$ cat config.mk
export PLATFORM = sky130hd
export DESIGN_NAME = lom_book_ram
export DESIGN_NICKNAME = d
export VERILOG_FILES = /design/src/hw/rtl/limit_order_matching_top_assert.svh /design/src/hw/rtl/lom_book_ram.sv
export SDC_FILE = /design/constraint.sdc
export NUM_CORES = 1
export LEC_CHECK = 0
export BUFFER_PORTS_ARGS = -buffer_cell sky130_fd_sc_hd__buf_4
export CORE_UTILIZATION = 60
export CTS_CLUSTER_SIZE = 40
export DETAILED_ROUTE_END_ITERATION = 8
export HOLD_SLACK_MARGIN = 0.02
export PLACE_DENSITY = 0.8
export SYNTH_ARGS = -nofsm -noshare
export SYNTH_HDL_FRONTEND = slang
export SYNTH_SLANG_ARGS = --single-unit
$ cat constraint.sdc
create_clock -name clk_i -period 4 [get_ports clk_i]
set_input_delay 1.2 -clock clk_i [delete_from_list [all_inputs] [get_ports clk_i]]
set_output_delay 1.2 -clock clk_i [all_outputs]
set_load 0.03 [all_outputs]
$ cat src/hw/rtl/limit_order_matching_top_assert.svh
// Assertion macros for the limit order matching block.
`ifndef LIMIT_ORDER_MATCHING_TOP_ASSERT_SVH
`define LIMIT_ORDER_MATCHING_TOP_ASSERT_SVH

// The consequent must hold in the same cycle as the antecedent.
`define LOM_ASSERT_SAME(lbl, ante, cons, msg) \
  lbl: assert property (@(posedge clk_i) disable iff (!rst_ni) (ante) |-> (cons)) \
    else $error(msg);

// The consequent must hold in the cycle after the antecedent.
`define LOM_ASSERT_NEXT(lbl, ante, cons, msg) \
  lbl: assert property (@(posedge clk_i) disable iff (!rst_ni) (ante) |=> (cons)) \
    else $error(msg);

`endif

$ cat src/hw/rtl/lom_book_ram.sv
// Simple dual-port synchronous RAM with a registered read port.
module lom_book_ram #(
  parameter int DATA_W = 8,
  parameter int ADDR_W = 4
) (
  input  logic              clk_i,
  input  logic              re_i,
  input  logic [ADDR_W-1:0] raddr_i,
  input  logic              we_i,
  input  logic [ADDR_W-1:0] waddr_i,
  input  logic [DATA_W-1:0] wdata_i,
  output logic [DATA_W-1:0] rdata_o
);

  logic [DATA_W-1:0] mem [2**ADDR_W];
  logic [DATA_W-1:0] rdata_q;

  always_ff @(posedge clk_i) begin
    if (we_i) mem[waddr_i] <= wdata_i;
  end

  always_ff @(posedge clk_i) begin
    if (re_i) rdata_q <= mem[raddr_i];
  end

  assign rdata_o = rdata_q;

endmodule

==> reports/qor.txt, run 1 <==
Post-CTS Setup Bufs - 0
Mapped Cells - 229
Dpl cells - 354
Root Buffer - clkbuf_8
Cell Rows - 33
RSZ-0062 raised after global routing - no
CTS resizes - 0
Crit start category - input port
DRC viols - 0
Initial core utilization - 62.7%
Gpl congestion - 0.819
First-pass GRT wire length - 14600 um
CP max FO - 32
Leakage - 2.02 nW
Worst-case clock skew - 0.00604 ns
Via Count - 2486
Fill cells - 491
Die X - 95.3 um
Maximum VDD drop - 0.000411 V
Routed WL - 9910 um
ANT cells - 0
Netlist cell types - 18
YS warnings - 0
Power Density - 533 nW/um^2
Synthesized Nets - 248
Initial antenna violation count - 0
Post-CTS Hold Fix Bufs - 0
Final min period - 2.44 ns
Seq/Total Area, Yosys - 78.1%
Final worst slack - 1.56 ns
All-Layer GR Usage - 24.6%
Largest net degree at the start of global routing - 33
H-Tree Depth - 4
CTS max path bufs - 2
Clock-pin slew on the worst setup and hold paths - 0.06 ns
Final setup fails - 0
Vias in the first global route - 2522
CTS tree - built
Post-Layout Cell Count - 386
Most frequent cells in the layout - 136 x edfxtp_1, 30 x buf_4, 18 x mux4_2, 16 x a22oi_1, 16 x clkbuf_16
CP Data Required Time - 4.26 ns
Worst skew pair latency - 0.51 ns
1st-iter DRT viols - 231
Register Area - 4080 um^2
Pwr Total - 3.23 mW
Pre-CTS WS - 1.02 ns
Slew Viols, Final - 0
Core area - 8340 um^2
Synth top area cells - edfxtp_1 78%, mux4_2 7.8%, mux4_1 7.0%, a22oi_1 2.3%, nor2_1 0.93%
Worst Path Arrival - 2.70 ns
Die H - 95.3 um
I/O Buffers - 26
Yosys top cell area share - 78.1%
Hold slack - 0.746 ns
DR pass1 iterations - 5
Avg Inst Size Synth - 22.8 um^2
Status - finished clean
Hold Vio Cnt, Final - 0
Clock Sinks - 136
Area growth syn-to-layout - 16.0%
CTS Buf Count - 17
Share of layout cells above drive strength 1 - 28.5%
Final period utilization - 61.1%
Max cap viols - 0
WS Path Type - input port to register
Slew margin rel. - 38.2%
Multi-input logic area - 1060 um^2
DR vias/cell - 6.44
Die ar. - 9090 um^2
Mapped cell area - 5230 um^2
Most common cell after layout, fill and taps aside - edfxtp_1
Final-stage net count - 287
Worst slew pin tran - 0.924 ns
Setup TNS Final - 0 ns
Reg2Reg Setup Slack - 2.47 ns
Grt ovf - 0
Critical path endpoint category - register
Yosys reg bits - 136
Hpwl dp - 5850 um
Avg WL per Cell - 25.7 um
Boundary Pins - 27
Post-route ant nets - 0
Max Clock Freq - 409 MHz
Biggest area consumer among synthesized cells - edfxtp_1
Hold Crit Class - register to register
Yosys cell counts, drive strengths merged:
library cell and instances:
nand2b 2, edfxtp 136, clkdlybuf4s25 3, nand3b 2, or3b 1, nand2 9, nor2 13, a22oi 16
nor2b 1, nand3 1, and2 1, mux4 32, nor3 4, buf 7, and2b 1
final timing paths:
check / start / end / depth (start not counted)
min: mem[14][7] / rdata_o[7] / 3
max reg2reg: mem[9][4] / rdata_o[4] / 3
max: raddr_i[0] / rdata_o[5] / 4
min reg2reg: mem[14][7] / rdata_o[7] / 3
critical path, stage by stage:
cell	delay [ns]
buf_4	0.45
mux4_1	0.65
a22oi_1	0.28
nand2_1	0.08
cell type report:
cell class | count | share of cell area [%]
Clock buffer | 17 | 6.83
Multi-Input combinational cell | 83 | 17.4
Tap cell | 105 | 2.17
Sequential cell | 136 | 67.4
Timing Repair Buffer | 30 | 3.71
Clock inverter | 15 | 2.50
stage by stage:
stage / utilization [%] / instance area (um^2)
after global routing: 72.7 / 6060
after global placement: 65.9 / 5500
after CTS: 72.7 / 6060
after floorplan: - / 5230
after detailed placement: 65.9 / 5500
final: 72.7 / 6060
registers in the layout, indices dropped and copies added, names as in the netlist:
name and count:
rdata_o 8, mem 128
report_power, final:
group | total (mW) | internal (mW) | switching, mW
Clock | 1.46 | 0.885 | 0.573
Combinational | 0.159 | 0.0649 | 0.0942
Sequential | 1.62 | 1.61 | 0.0108
cell families after synthesis:
logic type | synth area share (%)
flops | 78.1
simple gates | 3.14
mux | 14.8
compound gates | 2.30
buf+inv | 1.65
layer usage:
layer  global-route usage, %  part of all wire, %  wire [um]
met1                    33.3                   39       3870
met2                    37.4                   50       4920
met3                    7.10                  8.9        885
met4                    11.6                  2.4        238
met5                       0                    0          0
No activity file was read; power rests on OpenSTA's default activity.
==> inputs of run 2 (changes only) <==
clock period = 2.25 ns   (was 4 ns; I/O delays follow)
==> reports/qor.txt, run 2 (synthesized netlist as in run 1, its figures left out) <==
Final setup fails - 0
Max reg flops - 128
All-Layer GR Usage - 26.2%
Internal power - 4.66 mW
Hold Vio Cnt, Final - 0
Die H - 95.3 um
Area growth syn-to-layout - 19.7%
Hold slack - 0.473 ns
ANT cells - 0
Reg2Reg Setup Slack - 0.69 ns
Hold Crit Class - input port to register
Pwr Total - 5.83 mW
Post-route ant nets - 0
Setup TNS Final - 0 ns
WS Path Type - register to output port
Boundary Pins - 27
DR vias/cell - 6.35
CP Data Required Time - 1.57 ns
CTS tree - built
CTS max path bufs - 2
Clock network power share - 45.4%
Power Density - 931 nW/um^2
Highest-delay cell along the critical path - edfxtp_1
Die X - 95.3 um
Comb power frac - 5.3%
Crit start category - register
Worst Path Arrival - 1.11 ns
CTS resizes - 0
Slew Viols, Final - 0
CP max FO - 1
Post-CTS Hold Fix Bufs - 0
Gpl congestion - 0.806
Slew margin rel. - 72.2%
Initial antenna violation count - 0
Leakage - 2.14 nW
Worst skew pair latency - 0.51 ns
Clock-pin slew on the worst setup and hold paths - 0.06 ns
Final-stage net count - 307
Switching Share - 20.0%
Max incr delay on CP - 0.41 ns
Largest net degree at the start of global routing - 24
Most common cell after layout, fill and taps aside - edfxtp_1
NetSw - 1.17 mW
Hpwl dp - 6220 um
CTS Buf Count - 17
I/O Buffers - 26
Grt ovf - 0
Worst slew pin tran - 0.417 ns
Status - finished clean
Core area - 8340 um^2
Post-Layout Cell Count - 405
Critical path endpoint category - output port
CP Buf/Inv Count - 1
Most frequent cells in the layout - 136 x edfxtp_1, 47 x buf_4, 18 x mux4_2, 16 x a22oi_1, 16 x clkbuf_16
Top reg by flops - mem
H-Tree Depth - 4
First-pass GRT wire length - 15700 um
DR pass1 iterations - 4
Via Count - 2573
Max cap viols - 0
Cell family with most CP delay - flip-flops
Seq pwr share - 49.3%
Clock Sinks - 136
Fill cells - 467
Die ar. - 9090 um^2
Share of layout cells above drive strength 1 - 32.3%
Final period utilization - 79.2%
Vias in the first global route - 2640
RSZ-0062 raised after global routing - no
DRC viols - 0
Avg WL per Cell - 25.7 um
Initial core utilization - 62.7%
Worst-case clock skew - 0.00887 ns
Max Clock Freq - 561 MHz
Maximum VDD drop - 0.000574 V
Post-CTS Setup Bufs - 0
1st-iter DRT viols - 221
Critical-path cell list - buf_4
Dpl cells - 374
Root Buffer - clkbuf_8
Cell Rows - 33
Final min period - 1.78 ns
Routed WL - 10400 um
-- run 2: changes by cell type in the layout (fill, tap and decap cells not counted) --
cell / delta
inv_6: -2
bufinv_16: +1
clkinv_2: -1
clkinv_1: +1
buf_4: +17
clkbuf_1: +1
clkinvlp_4: -1
buf_12: +3
-- run 2: worst paths after layout --
| check | from | end | cells after the start |
|---|---|---|---|
| max | rdata_o[6] | rdata_o[6] | 1 |
| min | wdata_i[0] | mem[6][0] | 1 |
| max reg2reg | mem[1][1] | rdata_o[1] | 3 |
| min reg2reg | mem[15][0] | rdata_o[0] | 3 |
-- run 2: stage by stage --
stage,util (%),worst slack (ns),area [um^2]
after global placement,68.2,0.0579,5690
after floorplan,-,0.0821,5230
final,75.0,0.468,6260
after detailed placement,68.2,0.0252,5690
after CTS,75.0,0.455,6260
after global routing,75.0,0.441,6260
-- run 2: power by group through the flow --
stage / clock [mW] / sequential [mW] / combinational [mW]
final: 2.65 / 2.87 / 0.308
after global routing: 2.78 / 2.88 / 0.329
after CTS: 2.67 / 2.87 / 0.312
after detailed placement: 0 / 2.92 / 0.304
after global placement: 0 / 2.92 / 0.295
after floorplan: 0 / 2.94 / 0.144
-- run 2: metal layers --
| layer | wire length (um) | track usage, % |
|---|---|---|
| met5 | 0 | 0 |
| met4 | 182 | 12.9 |
| met3 | 842 | 6.14 |
| met2 | 5290 | 41.3 |
| met1 | 4100 | 34.8 |
-- run 2: layout make-up --
type / count / area, um^2 / area share, %
repair buffers: 50 / 413 / 6.60
well taps: 105 / 131 / 2.10
flip-flops and latches: 136 / 4080 / 65.3
clock buffers: 18 / 418 / 6.68
multi-input cells: 83 / 1060 / 16.9
clock inverters: 13 / 155 / 2.48
