==> src/hw/rtl/limit_order_matching_top_assert.svh <==
// Assertion macros for the limit order matching block.
`ifndef LIMIT_ORDER_MATCHING_TOP_ASSERT_SVH
`define LIMIT_ORDER_MATCHING_TOP_ASSERT_SVH

// The consequent must hold in the same cycle as the antecedent.
`define LOM_ASSERT_SAME(lbl, ante, cons, msg) \
  lbl: assert property (@(posedge clk_i) disable iff (!rst_ni) (ante) |-> (cons)) \
    else $error(msg);

// The consequent must hold in the cycle after the antecedent.
`define LOM_ASSERT_NEXT(lbl, ante, cons, msg) \
  lbl: assert property (@(posedge clk_i) disable iff (!rst_ni) (ante) |=> (cons)) \
    else $error(msg);

`endif

==> src/hw/rtl/lom_pkg.sv <==
// Types, constants and helper functions shared by the order matching block.
package lom_pkg;

  localparam int BOOK_SLOTS = 32;
  localparam int IDX_W      = $clog2(BOOK_SLOTS);
  localparam int CNT_W      = $clog2(BOOK_SLOTS + 1);
  localparam int MEM_AW     = IDX_W + 1;
  localparam int ID_W       = 32;
  localparam int PRICE_W    = 24;
  localparam int QTY_W      = 32;

  typedef enum logic [1:0] {
    KIND_TRADE  = 2'd0,
    KIND_FILLED = 2'd1,
    KIND_RESTED = 2'd2,
    KIND_REJECT = 2'd3
  } kind_e;

  typedef struct packed {
    logic [QTY_W-1:0]   qty;
    logic [PRICE_W-1:0] price;
    logic [ID_W-1:0]    id;
  } entry_t;

  typedef struct packed {
    logic               is_buy;
    logic [QTY_W-1:0]   qty;
    logic [PRICE_W-1:0] price;
    logic [ID_W-1:0]    id;
  } order_t;

  typedef struct packed {
    kind_e              kind;
    logic [ID_W-1:0]    taker;
    logic [ID_W-1:0]    maker;
    logic [PRICE_W-1:0] price;
    logic [QTY_W-1:0]   qty;
    logic               last;
  } result_t;

  typedef struct packed {
    logic              re;
    logic [MEM_AW-1:0] raddr;
    logic              we;
    logic [MEM_AW-1:0] waddr;
    entry_t            wdata;
  } mem_req_t;

  function automatic logic [IDX_W-1:0] ring_idx(logic [IDX_W-1:0] head,
                                                logic [CNT_W-1:0] off);
    logic [CNT_W:0] s;
    s = {{(CNT_W + 1 - IDX_W){1'b0}}, head} + {1'b0, off};
    if (s >= (CNT_W + 1)'(BOOK_SLOTS)) s = s - (CNT_W + 1)'(BOOK_SLOTS);
    return s[IDX_W-1:0];
  endfunction

endpackage

==> src/hw/rtl/lom_engine.sv <==
// Matching and insertion sequencer working on the book memory.
module lom_engine (
  input  logic              clk_i,
  input  logic              rst_ni,
  input  logic              in_valid_i,
  output logic              in_ready_o,
  input  lom_pkg::order_t   order_i,
  output lom_pkg::mem_req_t mem_req_o,
  input  lom_pkg::entry_t   rd_i,
  output logic              emit_valid_o,
  output lom_pkg::result_t  emit_o,
  input  logic              out_free_i
);

  typedef enum logic [2:0] {
    S_IDLE, S_MRD, S_MCHK, S_CLOSE, S_IRD, S_ICHK, S_EMIT
  } state_e;

  state_e                       state_q;
  logic [lom_pkg::ID_W-1:0]     id_q;
  logic                         buy_q;
  logic [lom_pkg::PRICE_W-1:0]  price_q;
  logic [lom_pkg::QTY_W-1:0]    remain_q;
  logic [lom_pkg::IDX_W-1:0]    head_q [2];
  logic [lom_pkg::CNT_W-1:0]    cnt_q  [2];
  logic [lom_pkg::CNT_W-1:0]    pos_q;
  lom_pkg::kind_e               kind_q;

  logic                         opp;
  logic                         crosses;
  logic                         behind;
  logic                         drop;
  logic [lom_pkg::QTY_W-1:0]    fill;
  logic [lom_pkg::IDX_W-1:0]    ins_idx;
  logic [lom_pkg::IDX_W-1:0]    src_idx;
  lom_pkg::entry_t              new_entry;

  assign opp       = ~buy_q;
  assign crosses   = buy_q ? (rd_i.price <= price_q) : (rd_i.price >= price_q);
  assign behind    = buy_q ? (rd_i.price >= price_q) : (rd_i.price <= price_q);
  assign fill      = (remain_q < rd_i.qty) ? remain_q : rd_i.qty;
  assign drop      = (rd_i.qty <= remain_q);
  assign ins_idx   = lom_pkg::ring_idx(head_q[buy_q], pos_q);
  assign src_idx   = lom_pkg::ring_idx(head_q[buy_q], pos_q - lom_pkg::CNT_W'(1));
  assign new_entry = '{qty: remain_q, price: price_q, id: id_q};
  assign in_ready_o = (state_q == S_IDLE);

  always_comb begin
    mem_req_o = '0;
    case (state_q)
      S_MRD: begin
        if (remain_q != '0 && cnt_q[opp] != '0) begin
          mem_req_o.re    = 1'b1;
          mem_req_o.raddr = {opp, head_q[opp]};
        end
      end
      S_MCHK: begin
        if (crosses && out_free_i && !drop) begin
          mem_req_o.we    = 1'b1;
          mem_req_o.waddr = {opp, head_q[opp]};
          mem_req_o.wdata = '{qty: rd_i.qty - fill, price: rd_i.price, id: rd_i.id};
        end
      end
      S_IRD: begin
        if (pos_q == '0) begin
          mem_req_o.we    = 1'b1;
          mem_req_o.waddr = {buy_q, ins_idx};
          mem_req_o.wdata = new_entry;
        end else begin
          mem_req_o.re    = 1'b1;
          mem_req_o.raddr = {buy_q, src_idx};
        end
      end
      S_ICHK: begin
        mem_req_o.we    = 1'b1;
        mem_req_o.waddr = {buy_q, ins_idx};
        mem_req_o.wdata = behind ? new_entry : rd_i;
      end
      default: begin
        mem_req_o = '0;
      end
    endcase
  end

  always_comb begin
    emit_valid_o = 1'b0;
    emit_o       = '{kind: lom_pkg::KIND_TRADE, taker: id_q, maker: rd_i.id,
                     price: rd_i.price, qty: fill, last: 1'b0};
    case (state_q)
      S_MCHK: begin
        emit_valid_o = crosses;
      end
      S_EMIT: begin
        emit_valid_o = 1'b1;
        emit_o.kind  = kind_q;
        emit_o.maker = '0;
        emit_o.price = (kind_q == lom_pkg::KIND_FILLED) ? '0 : price_q;
        emit_o.qty   = (kind_q == lom_pkg::KIND_FILLED) ? '0 : remain_q;
        emit_o.last  = 1'b1;
      end
      default: begin
        emit_valid_o = 1'b0;
      end
    endcase
  end

  always_ff @(posedge clk_i or negedge rst_ni) begin
    if (!rst_ni) begin
      state_q   <= S_IDLE;
      id_q      <= '0;
      buy_q     <= 1'b0;
      price_q   <= '0;
      remain_q  <= '0;
      head_q[0] <= '0;
      head_q[1] <= '0;
      cnt_q[0]  <= '0;
      cnt_q[1]  <= '0;
      pos_q     <= '0;
      kind_q    <= lom_pkg::KIND_FILLED;
    end else begin
      case (state_q)
        S_IDLE: begin
          if (in_valid_i) begin
            id_q     <= order_i.id;
            buy_q    <= order_i.is_buy;
            price_q  <= order_i.price;
            remain_q <= order_i.qty;
            state_q  <= S_MRD;
          end
        end
        S_MRD: begin
          state_q <= (remain_q != '0 && cnt_q[opp] != '0) ? S_MCHK : S_CLOSE;
        end
        S_MCHK: begin
          if (!crosses) begin
            state_q <= S_CLOSE;
          end else if (out_free_i) begin
            remain_q <= remain_q - fill;
            if (drop) begin
              head_q[opp] <= lom_pkg::ring_idx(head_q[opp], lom_pkg::CNT_W'(1));
              cnt_q[opp]  <= cnt_q[opp] - lom_pkg::CNT_W'(1);
            end
            state_q <= S_MRD;
          end
        end
        S_CLOSE: begin
          if (remain_q == '0) begin
            kind_q  <= lom_pkg::KIND_FILLED;
            state_q <= S_EMIT;
          end else if (cnt_q[buy_q] == lom_pkg::CNT_W'(lom_pkg::BOOK_SLOTS)) begin
            kind_q  <= lom_pkg::KIND_REJECT;
            state_q <= S_EMIT;
          end else begin
            kind_q  <= lom_pkg::KIND_RESTED;
            pos_q   <= cnt_q[buy_q];
            state_q <= S_IRD;
          end
        end
        S_IRD: begin
          if (pos_q == '0) begin
            cnt_q[buy_q] <= cnt_q[buy_q] + lom_pkg::CNT_W'(1);
            state_q      <= S_EMIT;
          end else begin
            state_q <= S_ICHK;
          end
        end
        S_ICHK: begin
          if (behind) begin
            cnt_q[buy_q] <= cnt_q[buy_q] + lom_pkg::CNT_W'(1);
            state_q      <= S_EMIT;
          end else begin
            pos_q   <= pos_q - lom_pkg::CNT_W'(1);
            state_q <= S_IRD;
          end
        end
        S_EMIT: begin
          if (out_free_i) state_q <= S_IDLE;
        end
        default: begin
          state_q <= S_IDLE;
        end
      endcase
    end
  end

endmodule

==> config.mk <==
export PLATFORM = sky130hd
export DESIGN_NAME = lom_engine
export DESIGN_NICKNAME = d
export VERILOG_FILES = /design/src/hw/rtl/limit_order_matching_top_assert.svh /design/src/hw/rtl/lom_pkg.sv /design/src/hw/rtl/lom_engine.sv
export SDC_FILE = /design/constraint.sdc
export NUM_CORES = 1
export LEC_CHECK = 0
export ABC_AREA = 0
export BUFFER_PORTS_ARGS = -buffer_cell sky130_fd_sc_hd__buf_2
export CAP_MARGIN = 20
export CORE_MARGIN = 10
export CORE_UTILIZATION = 58
export CTS_BUF_LIST = sky130_fd_sc_hd__clkbuf_16
export CTS_CLUSTER_SIZE = 8
export DETAILED_ROUTE_END_ITERATION = 16
export MAX_ROUTING_LAYER = met4
export PLACE_DENSITY = 0.95
export SYNTH_ARGS = -nofsm -noshare
export SYNTH_HDL_FRONTEND = slang
export SYNTH_SLANG_ARGS = --single-unit
==> constraint.sdc <==
create_clock -name clk_i -period 13.7 [get_ports clk_i]
set_clock_uncertainty 0.2 [all_clocks]
set_input_delay 0.685 -clock clk_i [delete_from_list [all_inputs] [get_ports clk_i]]
set_output_delay 0.685 -clock clk_i [all_outputs]
set_load 0.01 [all_outputs]
==> metrics.yaml, run 1 <==
place:
  globalplace.congestion: 1.12
  portBuffers: 407
  dpl.hpwl_mm: 49.6
  dpl_cell_area_mm2: 0.0159
grt:
  grt_max_degree: 95
  antenna_found_initial: 18
  grt_pass1_wl_mm: 97.9
  grt_pass1_vias: 16500
  grt_usage: 0.417
  gr-total-overflow: 0
power:
  power.switching_mw: 2.57
  sequentialPowerShare: 0.167
  p_leak_nw: 8.06
  power.internal_mw: 1.93
  p_comb_frac: 0.733
  sw_frac_of_total: 0.571
  power_density_mw_per_mm2: 272
  ir_drop_uv: 127
  clock_power_share: 0.099
clock_network:
  hold_buffers: 0
  clkTransAtPathRegs_ns: 0.07
  cts_buffers: 17
  clk-insertion-delay-late_ns: 0.44
  post_cts_buffers: 0
  clock_path_buffers: 2
  clock-sinks: 122
  htree_levels: 4
  cts_tree: "built"
  cts_root_buf: "clkbuf_16"
  cts_resized: 0
synth:
  synth_compound_area_frac: 0.315
  mappedNetlistArea_mm2: 0.0138
  synth_fa_ha_area_frac: 0.102
  yosys_register_bits: 122
  synthSimpleGateAreaFrac: 0.223
  yosysSeqAreaShare: 0.221
  synth_fp_nets: 2115
  synth_xor_area_frac: 0.0532
  async_reset_ff_frac: 1.00
  synth_common_cells: "nand2_1 (261), o21ai_0 (136), a21oi_1 (131)"
  ys_types: 90
  synth_mux_area_frac: 0.0263
  synth_top_family_by_area: "compound AO/OA/AOI/OAI gates"
  yosys_warnings: 0
  postSynthCellCount: 1838
  synth-edff-count: 0
  ys.flop_type: "dfrtp_1"
  synth_top_area_cell: "dfrtp_1"
  synth_top_area_share: 0.219
  synthTopCellsByArea: "dfrtp_1 (22%), ha_1 (8.5%), nand2_1 (7.1%)"
  syn_area_per_cell_um2: 7.51
  yosysMostFrequentCell: "nand2_1"
worst_hold_path:
  hold_path_class: "input pin to asynchronous set/reset pin"
floorplanning:
  die_w_um: 174
  num_io_pins: 408
  die_y_um: 174
  start_util: 0.588
  num_rows: 56
  fp.dieArea_mm2: 0.0304
  core-area_mm2: 0.0235
critical_path:
  cpMostUsedCell: "a21oi_1"
  r2r_slack_ns: 7.11
  crit_fanout: 59
  reg2reg_depth: 18
  critical-path-top-delay-family: "compound AO/OA/AOI/OAI gates"
  cp_num_cells: 19
  critPathLaunchType: "flop"
  critPathBufInv: 4
  r2r_end: "remain_q[10]"
  end_kind: "output port"
  worstPathArrival_ns: 6.54
  slowest_delay_ns: 0.79
  crit_start: "remain_q[17]"
  crit_slowest_cell: "a221oi_1"
  critPathRequiredTime_ns: 12.82
  crit_chain: "inv_1 > ha_1 > a21oi_1 > o21ai_1 > a221oi_1 > a22oi_2 > nor2_4 > buf_4 > a21oi_1 > ha_1 > inv_1 > a21oi_1 > nor2_1 > o21ai_0 > nand2_1 > a31oi_1 > xnor2_1 > o21ai_0 > buf_2"
  path_class: "flop to output port"
  crit_path_end: "mem_req_o[72]"
  reg2reg_from: "remain_q[17]"
routing:
  firstDrtPassIters: 6
  routed_wl_mm: 65.3
  vias_per_cell: 6.79
  drt_iter0_drc: 2671
  via_count: 17100
  drc: 0
  wire_per_inst_um: 25.9
  ant_nets: 0
status:
  status: "complete, no violations"
timing:
  max_freq_ghz: 0.135
  period_needed_ns: 7.43
  final_hold_viol_count: 0
  setup_viol: 0
  finalCritPeriodShare: 0.542
  worstMarginPinSlew_ns: 1.09
  max_slew_margin: 0.274
  rsz0062_at_grt: "false"
  drv_slew: 0
  setup-tns-final_ns: 0
finish:
  seq_area_mm2: 0.00305
  postLayoutCellArea_mm2: 0.0166
  multi_input_area_mm2: 0.00997
  syn_to_final_growth_pct: 20.0
  drive_above_1_share: 0.227
  n_fill_cell: 1939
  nets: 2446
job:
  drv_cap: 0
==> layout make-up <==
class,count,share of cell area
multi-input cells,1507,0.602
flip-flops and latches,122,0.184
repair buffers,424,0.132
clock buffers,17,0.0257
well taps,319,0.0241
inverters,97,0.0220
clock inverters,15,0.00778
diodes,19,0.00287
==> worst register-to-register path: cells and delay by family, from the launching register on <==
| kind | cells | cell delay (ns) |
|---|---|---|
| buf+inv | 2 | 0.77 |
| fa+ha+maj | 2 | 0.71 |
| simple gates | 2 | 0.39 |
| compound gates | 12 | 3.86 |
| flops | 1 | 0.52 |
==> per-stage QoR <==
step	total power, mW	cells	utilization	worst slack, ns	hold slack (ns)
4_1_cts	4.37	2500	0.703	6.60	0.177
6_report	4.50	2520	0.706	6.27	0.150
2_1_floorplan	2.85	1838	-	7.75	0.189
3_3_place_gp	3.84	2468	0.679	6.92	0.263
5_1_grt	4.76	2519	0.706	6.05	0.209
3_5_place_dp	3.89	2468	0.679	6.85	0.284
==> state kept, by name, indices dropped and copies added (netlist names) <==
name / flops
head_q: 10
cnt_q: 12
pos_q: 6
state_q: 3
price_q: 24
remain_q: 32
kind_q: 2
buy_q: 1
id_q: 32
==> per-layer routing <==
metal,wire (um),track usage,part of all wire
met1,23800,0.497,0.36
met2,29500,0.634,0.45
met3,7880,0.0990,0.12
met4,4200,0.244,0.064
met5,0,-,0
==> cell usage in the layout (no fill, tap or decap), types with 34 or more instances in the layout <==
cell type / netlist / layout
xnor2_1: 48 / 48
buf_2: 19 / 406
inv_1: 96 / 96
dfrtp_1: 121 / 121
and2_1: 39 / 39
a22o_1: 104 / 104
xor2_1: 34 / 34
nand3_1: 45 / 45
o21ai_0: 136 / 136
a21oi_1: 131 / 130
nand2_1: 261 / 260
nor2b_1: 34 / 34
nor2_1: 102 / 101
ha_1: 94 / 94
==> cell families after synthesis <==
group,Yosys count
mux,35
xor+xnor,83
compound gates,639
flops,122
buf+inv,209
simple gates,635
fa+ha+maj,115
==> worst min path at each step <==
stage / start / to / depth (start not counted)
CTS: rst_ni / head_q[0] / 1
global placement: cnt_q[8] / cnt_q[8] / 1
global route: rst_ni / head_q[0] / 1
floorplan: rst_ni / buy_q / 0
finish: rst_ni / head_q[0] / 1
detailed placement: cnt_q[8] / cnt_q[8] / 1
==> power by group through the flow <==
stage | combinational (mW) | sequential (mW) | clock (mW)
floorplan | 2.19 | 0.660 | 0
global placement | 3.11 | 0.731 | 0
detailed placement | 3.15 | 0.740 | 0
CTS | 3.18 | 0.739 | 0.444
global route | 3.53 | 0.769 | 0.460
finish | 3.30 | 0.755 | 0.447
(Power assumes the default switching activity.)
==> inputs of run 2 (changes only) <==
Settings changed: CORE_UTILIZATION 58 to 49, PLACE_DENSITY 0.95 to 0.87.
Clock period 13.7 ns to 6.6 ns, I/O delays scaled along.
==> metrics.yaml, run 2 (synthesis gave the netlist of run 1 again) <==
grt:
  gr-total-overflow: 0  # unchanged
  grt_usage: 0.380  # -0.0371
  grt_pass1_wl_mm: 103  # +5.3%
  antenna_found_initial: 27  # +9
  grt_pass1_vias: 17200  # +4.6%
  grt_max_degree: 84  # -12%
clock_network:
  cts_tree: "built"
  cts_root_buf: "clkbuf_16"
  cts_buffers: 17  # unchanged
  clock-sinks: 122  # unchanged
  clkTransAtPathRegs_ns: 0.07  # about the same
  clock_path_buffers: 2  # unchanged
  clk-insertion-delay-late_ns: 0.45  # about the same
  post_cts_buffers: 0  # unchanged
  htree_levels: 4  # unchanged
routing:
  routed_wl_mm: 68.9  # +5.5%
  via_count: 17500  # +2.2%
  drt_iter0_drc: 2316  # -13%
  firstDrtPassIters: 8  # +2
  ant_nets: 0  # unchanged
  drc: 0  # unchanged
  vias_per_cell: 6.55  # -3.6%
  wire_per_inst_um: 25.8  # -0.51%
timing:
  drv_slew: 0  # unchanged
  period_needed_ns: 6.35
  hold_slack_ns: 0.0116  # -0.138 ns
  rsz0062_at_grt: "false"
  worstMarginPinSlew_ns: 1.04  # -0.0485 ns
  finalCritPeriodShare: 0.963
  max_slew_margin: 0.300  # +0.0260
  final_hold_viol_count: 0  # unchanged
  setup-tns-final_ns: 0  # unchanged
  setup_viol: 0  # unchanged
  max_freq_ghz: 0.157
place:
  portBuffers: 407  # unchanged
  globalplace.congestion: 1.06  # -4.7%
  dp.cells: 2535  # +2.7%
  dpl.hpwl_mm: 51.9  # +4.6%
critical_path:
  critPathLaunchType: "flop"
  crit_fanout: 22  # -63%
  crit_chain: "inv_1 > ha_1 > nand4_2 > nor4_4 > a22oi_2 > nor2_4 > buf_4 > nor2_1 > a21oi_1 > ha_1 > and3_1 > nand2_1 > o21ai_1 > a221oi_1 > and3b_1 > a221oi_1 > nand3_1 > buf_2"
  critPathRequiredTime_ns: 6.07  # -6.75 ns
  path_class: "flop to output port"
  worstPathArrival_ns: 5.82  # -0.72 ns
  slowest_delay_ns: 0.57  # -0.22 ns
  crit_slowest_cell: "dfrtp_1"
  end_kind: "output port"
finish:
  stdcell_count: 2672  # +6.0%
  layout_common_cells: "buf_2 (406), nand2_1 (260), o21ai_0 (134), a21oi_1 (130), dfrtp_1 (120)"
  final_common_cell: "buf_2"
  top_regs: "id_q: 32 flops, remain_q: 32 flops, price_q: 24 flops"
  syn_to_final_growth_pct: 27.3
  nets: 2533  # +3.6%
  drive_above_1_share: 0.223  # -0.00429
floorplanning:
  die_w_um: 188  # +7.8%
  core-area_mm2: 0.0278  # +18%
  fp.dieArea_mm2: 0.0353  # +16%
  die_y_um: 188  # +7.8%
  start_util: 0.497  # -0.0912
  num_io_pins: 408  # unchanged
  num_rows: 61  # +8.9%
power:
  power_density_mw_per_mm2: 547  # +100%
  finalPower_mw: 9.61  # +110%
  ir_drop_uv: 236  # +86%
  p_leak_nw: 8.45  # +4.9%
status:
  status: "complete, no violations"
job:
  drv_cap: 0  # unchanged
worst_hold_path:
  hold_path_class: "input pin to flop"
==> run 2: per-layer routing <==
layer	track usage	wire, um
met5	-	0
met4	0.230	4160
met3	0.0777	7090
met2	0.576	31300
met1	0.459	26400
==> run 2: timing repair <==
action / CTS / global route
endpoints found under the hold margin: 137 / 0
resized for setup: 0 / 5
hold buffers: 78 / 0
setup endpoints to repair: 0 / 12
==> run 2: area by class of cell <==
cell class | instances | area, um^2
clock inverters | 15 | 171
fillers | 2541 | 10200
flip-flops and latches | 122 | 3060
repair buffers | 511 | 3040
clock buffers | 17 | 425
multi-input cells | 1507 | 9970
inverters | 97 | 364
diodes | 25 | 62.6
well taps | 378 | 473
==> run 2: metrics by stage <==
stage / area [um^2] / setup WS, ns / utilization
2_1_floorplan: 13800 / 0.764 / -
3_3_place_gp: 16100 / 0.699 / 0.579
3_5_place_dp: 16100 / 0.581 / 0.579
4_1_cts: 17500 / 0.0970 / 0.628
5_1_grt: 17600 / 0.0331 / 0.632
6_report: 17600 / 0.246 / 0.632
==> run 2: worst max-delay path: cells and delay by family, from the launching register on <==
family	cells	cell delay (ns)
and+or+nand+nor	8	1.96
AOI/OAI and AO/OA	5	1.45
adders and majority gates	2	0.73
buffers and inverters	3	0.65
DFF	1	0.57
==> run 2: final timing paths <==
check / slack (ns) / depth (start not counted) / start / endpoint
min reg2reg: 0.29 / 1 / head_q[2] / head_q[2]
max in group asynchronous: 4.39 / 3 / rst_ni / state_q[0]
max reg2reg: 0.61 / 21 / remain_q[17] / remain_q[28]
min in group asynchronous: 0.38 / 2 / rst_ni / remain_q[29]
max: 0.25 / 18 / remain_q[15] / mem_req_o[87]
min: 0.01 / 3 / order_i[69] / remain_q[13]
==> run 2: where the power goes <==
| group | internal (mW) | switching [mW] | leakage, nW |
|---|---|---|---|
| combinational | 2.52 | 4.50 | 6.68 |
| clock | 0.593 | 0.417 | 0.277 |
| sequential | 1.08 | 0.503 | 1.49 |
| total | 4.20 | 5.42 | 8.45 |
